**src/rtl/core/dtmr_pkg.sv**
```systemverilog
// Shared types, register codes and constants for the dual down-counter timer.
`timescale 1ns / 1ps
`default_nettype none

package dtmr_pkg;

  // Default counter width.
  localparam int unsigned CounterBitsDefault = 32;

  // Request modes.
  localparam logic [1:0] ModeTick  = 2'd0;
  localparam logic [1:0] ModeRead  = 2'd1;
  localparam logic [1:0] ModeWrite = 2'd2;

  // Register word index inside one counter's frame (offset bits 4..2).
  localparam logic [2:0] RegLoad   = 3'd0;
  localparam logic [2:0] RegValue  = 3'd1;
  localparam logic [2:0] RegCtrl   = 3'd2;
  localparam logic [2:0] RegIntClr = 3'd3;
  localparam logic [2:0] RegRis    = 3'd4;
  localparam logic [2:0] RegMis    = 3'd5;
  localparam logic [2:0] RegBgLoad = 3'd6;

  // Control register bit positions.
  localparam int unsigned CtlOneShot  = 0;
  localparam int unsigned CtlSize32   = 1;
  localparam int unsigned CtlIntEn    = 5;
  localparam int unsigned CtlPeriodic = 6;
  localparam int unsigned CtlEnable   = 7;

  // Offset bit that selects the second counter.
  localparam int unsigned SecondSelBit = 5;

  typedef struct packed {
    logic [1:0]  mode;
    logic [5:0]  offset;
    logic [31:0] write_data;
  } in_t;

  typedef struct packed {
    logic [31:0] read_data;
    logic        irq_first;
    logic        irq_second;
  } out_t;

  // Per-counter request from the top level.
  typedef struct packed {
    logic        tick;
    logic        wr;
    logic [2:0]  reg_sel;
    logic [31:0] wdata;
  } cnt_req_t;

  // Per-counter status back to the top level.
  typedef struct packed {
    logic [31:0] rdata;
    logic        irq_next;
  } cnt_sts_t;

endpackage

`default_nettype wire

```
**src/rtl/core/dtmr_counter.sv**
```systemverilog
// One down-counter with its load, control, status and background-load registers.
`timescale 1ns / 1ps
`default_nettype none

module dtmr_counter #(
  parameter int unsigned COUNTER_BITS = dtmr_pkg::CounterBitsDefault
) (
  input  wire logic              clk_i,
  input  wire logic              rst_ni,
  input  wire dtmr_pkg::cnt_req_t req_i,
  output dtmr_pkg::cnt_sts_t      sts_o
);

  localparam logic [COUNTER_BITS-1:0] FullMask  = '1;
  localparam logic [COUNTER_BITS-1:0] HalfMask  = FullMask >> (COUNTER_BITS - 16);

  logic [COUNTER_BITS-1:0] reload_q, reload_d;
  logic [COUNTER_BITS-1:0] count_q, count_d;
  logic [7:0]              ctrl_q, ctrl_d;
  logic                    raw_q, raw_d;

  logic [COUNTER_BITS-1:0] act_mask;
  logic [COUNTER_BITS-1:0] cur;
  logic [COUNTER_BITS-1:0] dec;
  logic [COUNTER_BITS-1:0] wval;

  assign act_mask = ctrl_q[dtmr_pkg::CtlSize32] ? FullMask : HalfMask;
  assign cur      = count_q & act_mask;
  assign dec      = (cur - 1'b1) & act_mask;
  assign wval     = req_i.wdata[COUNTER_BITS-1:0];

  always_comb begin
    reload_d = reload_q;
    count_d  = count_q;
    ctrl_d   = ctrl_q;
    raw_d    = raw_q;
    if (req_i.tick && ctrl_q[dtmr_pkg::CtlEnable]) begin
      if (cur == '0) begin
        // At zero the counter halts, reloads or wraps depending on mode.
        if (ctrl_q[dtmr_pkg::CtlOneShot]) begin
          count_d = '0;
        end else if (ctrl_q[dtmr_pkg::CtlPeriodic]) begin
          count_d = reload_q & act_mask;
          if ((reload_q & act_mask) == '0) begin
            raw_d = 1'b1;
          end
        end else begin
          count_d = act_mask;
        end
      end else begin
        count_d = dec;
        if (dec == '0) begin
          raw_d = 1'b1;
        end
      end
    end else if (req_i.wr) begin
      case (req_i.reg_sel)
        dtmr_pkg::RegLoad: begin
          reload_d = wval;
          count_d  = wval;
          if (wval == '0) begin
            raw_d = 1'b1;
          end
        end
        dtmr_pkg::RegCtrl:   ctrl_d   = req_i.wdata[7:0];
        dtmr_pkg::RegIntClr: raw_d    = 1'b0;
        dtmr_pkg::RegBgLoad: reload_d = wval;
        default: ;
      endcase
    end
  end

  always_comb begin
    unique case (req_i.reg_sel)
      dtmr_pkg::RegLoad,
      dtmr_pkg::RegBgLoad: sts_o.rdata = 32'(reload_q);
      dtmr_pkg::RegValue:  sts_o.rdata = 32'(count_q);
      dtmr_pkg::RegCtrl:   sts_o.rdata = {24'd0, ctrl_q};
      dtmr_pkg::RegRis:    sts_o.rdata = {31'd0, raw_q};
      dtmr_pkg::RegMis:    sts_o.rdata = {31'd0, raw_q & ctrl_q[dtmr_pkg::CtlIntEn]};
      default:             sts_o.rdata = 32'd0;
    endcase
    sts_o.irq_next = raw_d & ctrl_d[dtmr_pkg::CtlIntEn];
  end

  always_ff @(posedge clk_i or negedge rst_ni) begin
    if (!rst_ni) begin
      reload_q <= '0;
      count_q  <= '1;
      ctrl_q   <= 8'd0;
      raw_q    <= 1'b0;
    end else begin
      reload_q <= reload_d;
      count_q  <= count_d;
      ctrl_q   <= ctrl_d;
      raw_q    <= raw_d;
    end
  end

endmodule

`default_nettype wire

```
**src/rtl/core/dual_down_counter_timer.sv**
```systemverilog
// Top level of the dual down-counter timer with its request and result registers.
// A request is registered in the input register on acceptance; its result is registered
// in the result register when the request leaves the input register.
// Throughput: one request per cycle while the output does not stall; the counters update in
// the cycle the request leaves the input register, so ticks can arrive back to back.
// A full result register with the output stalled holds one more request in the input register.
// Reset: counts go to all ones, reload values, control and raw interrupts to zero.
`timescale 1ns / 1ps
`default_nettype none

module dual_down_counter_timer #(
  parameter int unsigned COUNTER_BITS = dtmr_pkg::CounterBitsDefault
) (
  input  wire logic          clk_i,
  input  wire logic          rst_ni,
  input  wire logic          in_valid_i,
  output logic               in_stall_o,
  input  wire dtmr_pkg::in_t in_req_i,
  output logic               out_valid_o,
  input  wire logic          out_stall_i,
  output dtmr_pkg::out_t     out_rsp_o
);

  logic           s1_valid_q, s1_valid_d;
  dtmr_pkg::in_t  s1_req_q;
  logic           out_valid_q, out_valid_d;
  dtmr_pkg::out_t out_rsp_q;
  dtmr_pkg::out_t out_rsp_d;

  logic s1_fire;
  logic in_fire;
  logic sel_second;

  dtmr_pkg::cnt_req_t req_first, req_second;
  dtmr_pkg::cnt_sts_t sts_first, sts_second;

  // The input register drains when the result register is empty or being taken.
  assign s1_fire    = s1_valid_q && (!out_valid_q || !out_stall_i);
  assign in_stall_o = s1_valid_q && !s1_fire;
  assign in_fire    = in_valid_i && !in_stall_o;
  assign sel_second = s1_req_q.offset[dtmr_pkg::SecondSelBit];

  always_comb begin
    req_first.tick    = s1_fire && (s1_req_q.mode == dtmr_pkg::ModeTick);
    req_first.wr      = s1_fire && (s1_req_q.mode == dtmr_pkg::ModeWrite) && !sel_second;
    req_first.reg_sel = s1_req_q.offset[4:2];
    req_first.wdata   = s1_req_q.write_data;
    req_second        = req_first;
    req_second.wr     = s1_fire && (s1_req_q.mode == dtmr_pkg::ModeWrite) && sel_second;
  end

  dtmr_counter #(
    .COUNTER_BITS(COUNTER_BITS)
  ) u_cnt_first (
    .clk_i (clk_i),
    .rst_ni(rst_ni),
    .req_i (req_first),
    .sts_o (sts_first)
  );

  dtmr_counter #(
    .COUNTER_BITS(COUNTER_BITS)
  ) u_cnt_second (
    .clk_i (clk_i),
    .rst_ni(rst_ni),
    .req_i (req_second),
    .sts_o (sts_second)
  );

  always_comb begin
    out_rsp_d.read_data  = 32'd0;
    if (s1_req_q.mode == dtmr_pkg::ModeRead) begin
      out_rsp_d.read_data = sel_second ? sts_second.rdata : sts_first.rdata;
    end
    out_rsp_d.irq_first  = sts_first.irq_next;
    out_rsp_d.irq_second = sts_second.irq_next;
  end

  always_comb begin
    s1_valid_d = s1_valid_q;
    if (in_fire) begin
      s1_valid_d = 1'b1;
    end else if (s1_fire) begin
      s1_valid_d = 1'b0;
    end
    out_valid_d = out_valid_q;
    if (s1_fire) begin
      out_valid_d = 1'b1;
    end else if (!out_stall_i) begin
      out_valid_d = 1'b0;
    end
  end

  always_ff @(posedge clk_i or negedge rst_ni) begin
    if (!rst_ni) begin
      s1_valid_q  <= 1'b0;
      out_valid_q <= 1'b0;
    end else begin
      s1_valid_q  <= s1_valid_d;
      out_valid_q <= out_valid_d;
    end
  end

  always_ff @(posedge clk_i) begin
    if (in_fire) begin
      s1_req_q <= in_req_i;
    end
    if (s1_fire) begin
      out_rsp_q <= out_rsp_d;
    end
  end

  assign out_valid_o = out_valid_q;
  assign out_rsp_o   = out_rsp_q;

endmodule

`default_nettype wire

```
**config.mk**
```make
export PLATFORM = sky130hd
export DESIGN_NAME = dual_down_counter_timer
export DESIGN_NICKNAME = d
export VERILOG_FILES = /design/src/rtl/core/dtmr_pkg.sv /design/src/rtl/core/dtmr_counter.sv /design/src/rtl/core/dual_down_counter_timer.sv
export SDC_FILE = /design/constraint.sdc
export NUM_CORES = 1
export LEC_CHECK = 0
export ABC_AREA = 1
export BUFFER_PORTS_ARGS = -buffer_cell sky130_fd_sc_hd__buf_2
export CAP_MARGIN = 10
export CORE_ASPECT_RATIO = 0.9
export CORE_MARGIN = 2
export CORE_UTILIZATION = 24
export DETAILED_ROUTE_END_ITERATION = 12
export PLACE_DENSITY = 0.34
export SETUP_SLACK_MARGIN = 0.1
export SKIP_CTS_REPAIR_TIMING = 1
export SYNTH_ARGS = -nofsm -noshare
export SYNTH_HDL_FRONTEND = slang
export SYNTH_SLANG_ARGS = --single-unit
```
**constraint.sdc**
```tcl
create_clock -name clk_i -period 4.99 [get_ports clk_i]
set_input_delay 0.2495 -clock clk_i [delete_from_list [all_inputs] [get_ports clk_i]]
set_output_delay 0.2495 -clock clk_i [all_outputs]
set_load 0.005 [all_outputs]
```
==> impl_results.md <==
- MaxCap Viol Count: 0
- DRT Wirelength: 55.3 mm
- Ys async rst share: 67.3%
- Full die area: 0.0570 mm2
- Sink Count: 220
- Number of synthesized flops with an enable pin: 72
- Register area share after synthesis: 45.0%
- Skew-Pair Late Insertion Delay: 610 ps
- Die width: 251 um
- Design Power: 0.00802 W
- Number of library cell types mapped by synthesis: 50
- Vias in the first global route: 12200
- Fmax: 0.272 GHz
- Core ar.: 0.0544 mm2
- Vias/cell: 4.88
- CTS tree: yes
- Hold WC Path Type: in -> async
- Commonest non-fill, non-tap cell in the layout: nand2_1
- Yosys reg bits: 220
- Reg-to-reg setup timing slack: 1310 ps
- Layout cell share with drive strength beyond 1: 16.0%
- GRT Total Usage: 19.5%
- Pre-CTS setup slack: 1370 ps
- Synthesis-to-layout area growth: 17.9%
- Critical Path RT: 5470 ps
- Critical path class: reg -> reg
- Antenna Nets Post-Route: 0
- Critical Path Sink Type: flop
- Ports: 80
- Yosys warning count: 0
- Gr ovfl total: 0
- Leak: 6.53 nW
- Slew headroom: 36.0%
- Deepest clock path buffer count: 3
- Period utilisation layout: 73.8%
- Minimum clock period after layout: 3680 ps
- # diodes: 0
- PortBufs: 77
- Critical Path AT: 4160 ps
- Initial DRC Count: 899
- Reg2Reg Depth: 15
- Hpwl dp: 40.3 mm
- Clock root cell: clkbuf_16
- Site row count: 81
- Layout Nets: 1833
- Via count: 12300
- Htree depth: 1
- DR WL/cell: 22.0 um
- Power Density: 514 mW/mm2
- Starting density of the core: 24.3%
- First-pass GRT wire length: 82.6 mm
- Reg-to-reg endpoint: u_cnt_second.count_q[25]$_DFFE_PN1P_
- Slew at the pin closest to its max-slew limit: 960 ps
- Worst r2r src: u_cnt_second.ctrl_q[1]$_DFFE_PN0P_
- Worst setup margin: 1310 ps
- GPL Wtd Cong: 0.856
- Syn Area/Cell: 7.78 um2
- CP startpoint kind: flop
- Final setup vio count: 0
- Clock Skews: 47.2 ps
- Largest net degree at the start of global routing: 74
- Crit Path Max Fanout: 29
- Syn Nets: 1749
- Status: completed
- Endpoints failing hold: 0
- # DRC: 0
- Most frequent cells in the layout: nand2_1, inv_1, o21ai_0, nor2_1, nand3_1
- DR pass1 iterations: 6
- Ys flop type: dfrtp_1
- Final Max Slew Viols: 0
- Die H: 227 um
- Synthesized area: 0.0132 mm2
- RSZ-0062 raised after global routing: no
- Clock slew at reported path FFs: 60 ps
- Syn Inst Count: 1699
- Peak VDD IR: 0.288 mV
- Setup TNS: 0 ps
- Initial antenna violation count: 0
- CTS buffer count: 29
==> area by class of cell <==
class	count	area, um2
clock buffer	41	811
clock inverter	13	126
fill	5908	38800
inverter	175	662
multi-input combinational	1221	6230
sequential	220	5950
tap	705	882
timing repair buffer	136	937
==> worst max path at each step <==
stage / end / cells past startpoint / slack (ps) / from
floorplan: out_rsp_o[1]$_DFFE_PP_ / 10 / 1680 / out_valid_o$_DFFE_PN0P_
global placement: u_cnt_second.count_q[25]$_DFFE_PN1P_ / 15 / 1360 / u_cnt_second.ctrl_q[1]$_DFFE_PN0P_
detailed placement: u_cnt_second.count_q[25]$_DFFE_PN1P_ / 15 / 1370 / u_cnt_second.ctrl_q[1]$_DFFE_PN0P_
CTS: u_cnt_second.count_q[25]$_DFFE_PN1P_ / 15 / 1300 / u_cnt_second.ctrl_q[1]$_DFFE_PN0P_
global route: u_cnt_second.count_q[25]$_DFFE_PN1P_ / 15 / 1050 / u_cnt_second.ctrl_q[1]$_DFFE_PN0P_
finish: u_cnt_second.count_q[25]$_DFFE_PN1P_ / 15 / 1310 / u_cnt_second.ctrl_q[1]$_DFFE_PN0P_
==> metrics by stage <==
step | instances | hold slack (ps) | util (%) | area (um2)
after global routing | 2511 | 327 | 28.7 | 15600
after detailed placement | 2416 | 378 | 26.2 | 14200
final | 2511 | 234 | 28.7 | 15600
after floorplan | 1699 | -46.1 | - | 13200
after CTS | 2470 | -272 | 27.9 | 15200
after global placement | 2416 | 373 | 26.2 | 14200
==> flip-flops by register name, summed over array words and instances, names as in the netlist <==
register	flops
out_rsp_o	34
out_valid_o	1
req_first	35
s1_req_q	3
s1_valid_q	1
u_cnt_first.count_q	32
u_cnt_first.ctrl_q	8
u_cnt_first.raw_q	1
u_cnt_first.reload_q	32
u_cnt_second.count_q	32
u_cnt_second.ctrl_q	8
u_cnt_second.raw_q	1
u_cnt_second.reload_q	32
==> synthesized netlist by cell type, types with 5 or more instances <==
cell / count / share of area, %
buf_6: 7 / 0.60
nor2_1: 140 / 4.0
o22ai_1: 23 / 1.1
o311ai_1: 13 / 0.86
a22oi_1: 26 / 1.5
dfstp_2: 64 / 13
buf_1: 6 / 0.17
buf_2: 14 / 0.53
nand3_1: 109 / 4.1
nand2_4: 12 / 1.0
nand2_1: 448 / 13
nor2_4: 14 / 1.2
a21oi_1: 57 / 2.2
edfxtp_1: 72 / 16
ha_1: 6 / 0.57
dfrtp_1: 84 / 16
o21ai_1: 28 / 1.1
inv_2: 10 / 0.28
o21ai_0: 156 / 5.9
nor4_1: 10 / 0.47
nor3_1: 14 / 0.53
o221ai_1: 5 / 0.33
nor2_2: 19 / 0.90
nand4_1: 18 / 0.85
clkbuf_1: 51 / 1.4
nand2_2: 16 / 0.76
inv_1: 161 / 4.6
o211ai_1: 44 / 2.5
a221oi_1: 30 / 2.0
==> critical path: stages (launching register included) <==
cell	delay, ps
dfrtp_1	730
buf_4	360
nand2_1	60
nand2_1	90
nor2_1	240
nand2_1	90
nor2_1	90
nand2_1	60
buf_4	190
inv_2	420
nand2_4	370
inv_2	230
o21ai_0	260
o21ai_0	160
nand2_1	80
o211ai_1	110
==> kinds of logic after synthesis <==
family          count (synthesis)  synth area share (%)
flops                         220                  45.0
xor+xnor                        5                 0.331
buf+inv                       258                  8.15
simple gates                  810                  27.4
compound gates                400                  18.6
fa+ha+maj                       6                 0.568
==> layer usage <==
metal | vias to the layer above | part of all wire, % | global-route usage (%)
li1 | 5958 | - | -
met3 | 78 | 3.3 | 2.36
met2 | 258 | 45 | 31.2
met4 | 0 | 2.7 | 4.92
met5 | - | 0 | 0
met1 | 5964 | 49 | 27.8
==> where the power goes <==
part           internal [W]  switching [W]  total (W)  leakage, nW
registers           0.00245       0.000628    0.00308         2.46
logic              0.000962        0.00188    0.00284         3.60
clock network       0.00123       0.000871    0.00210        0.464
total               0.00465        0.00338    0.00802         6.53
No activity file was read; power rests on OpenSTA's default activity.
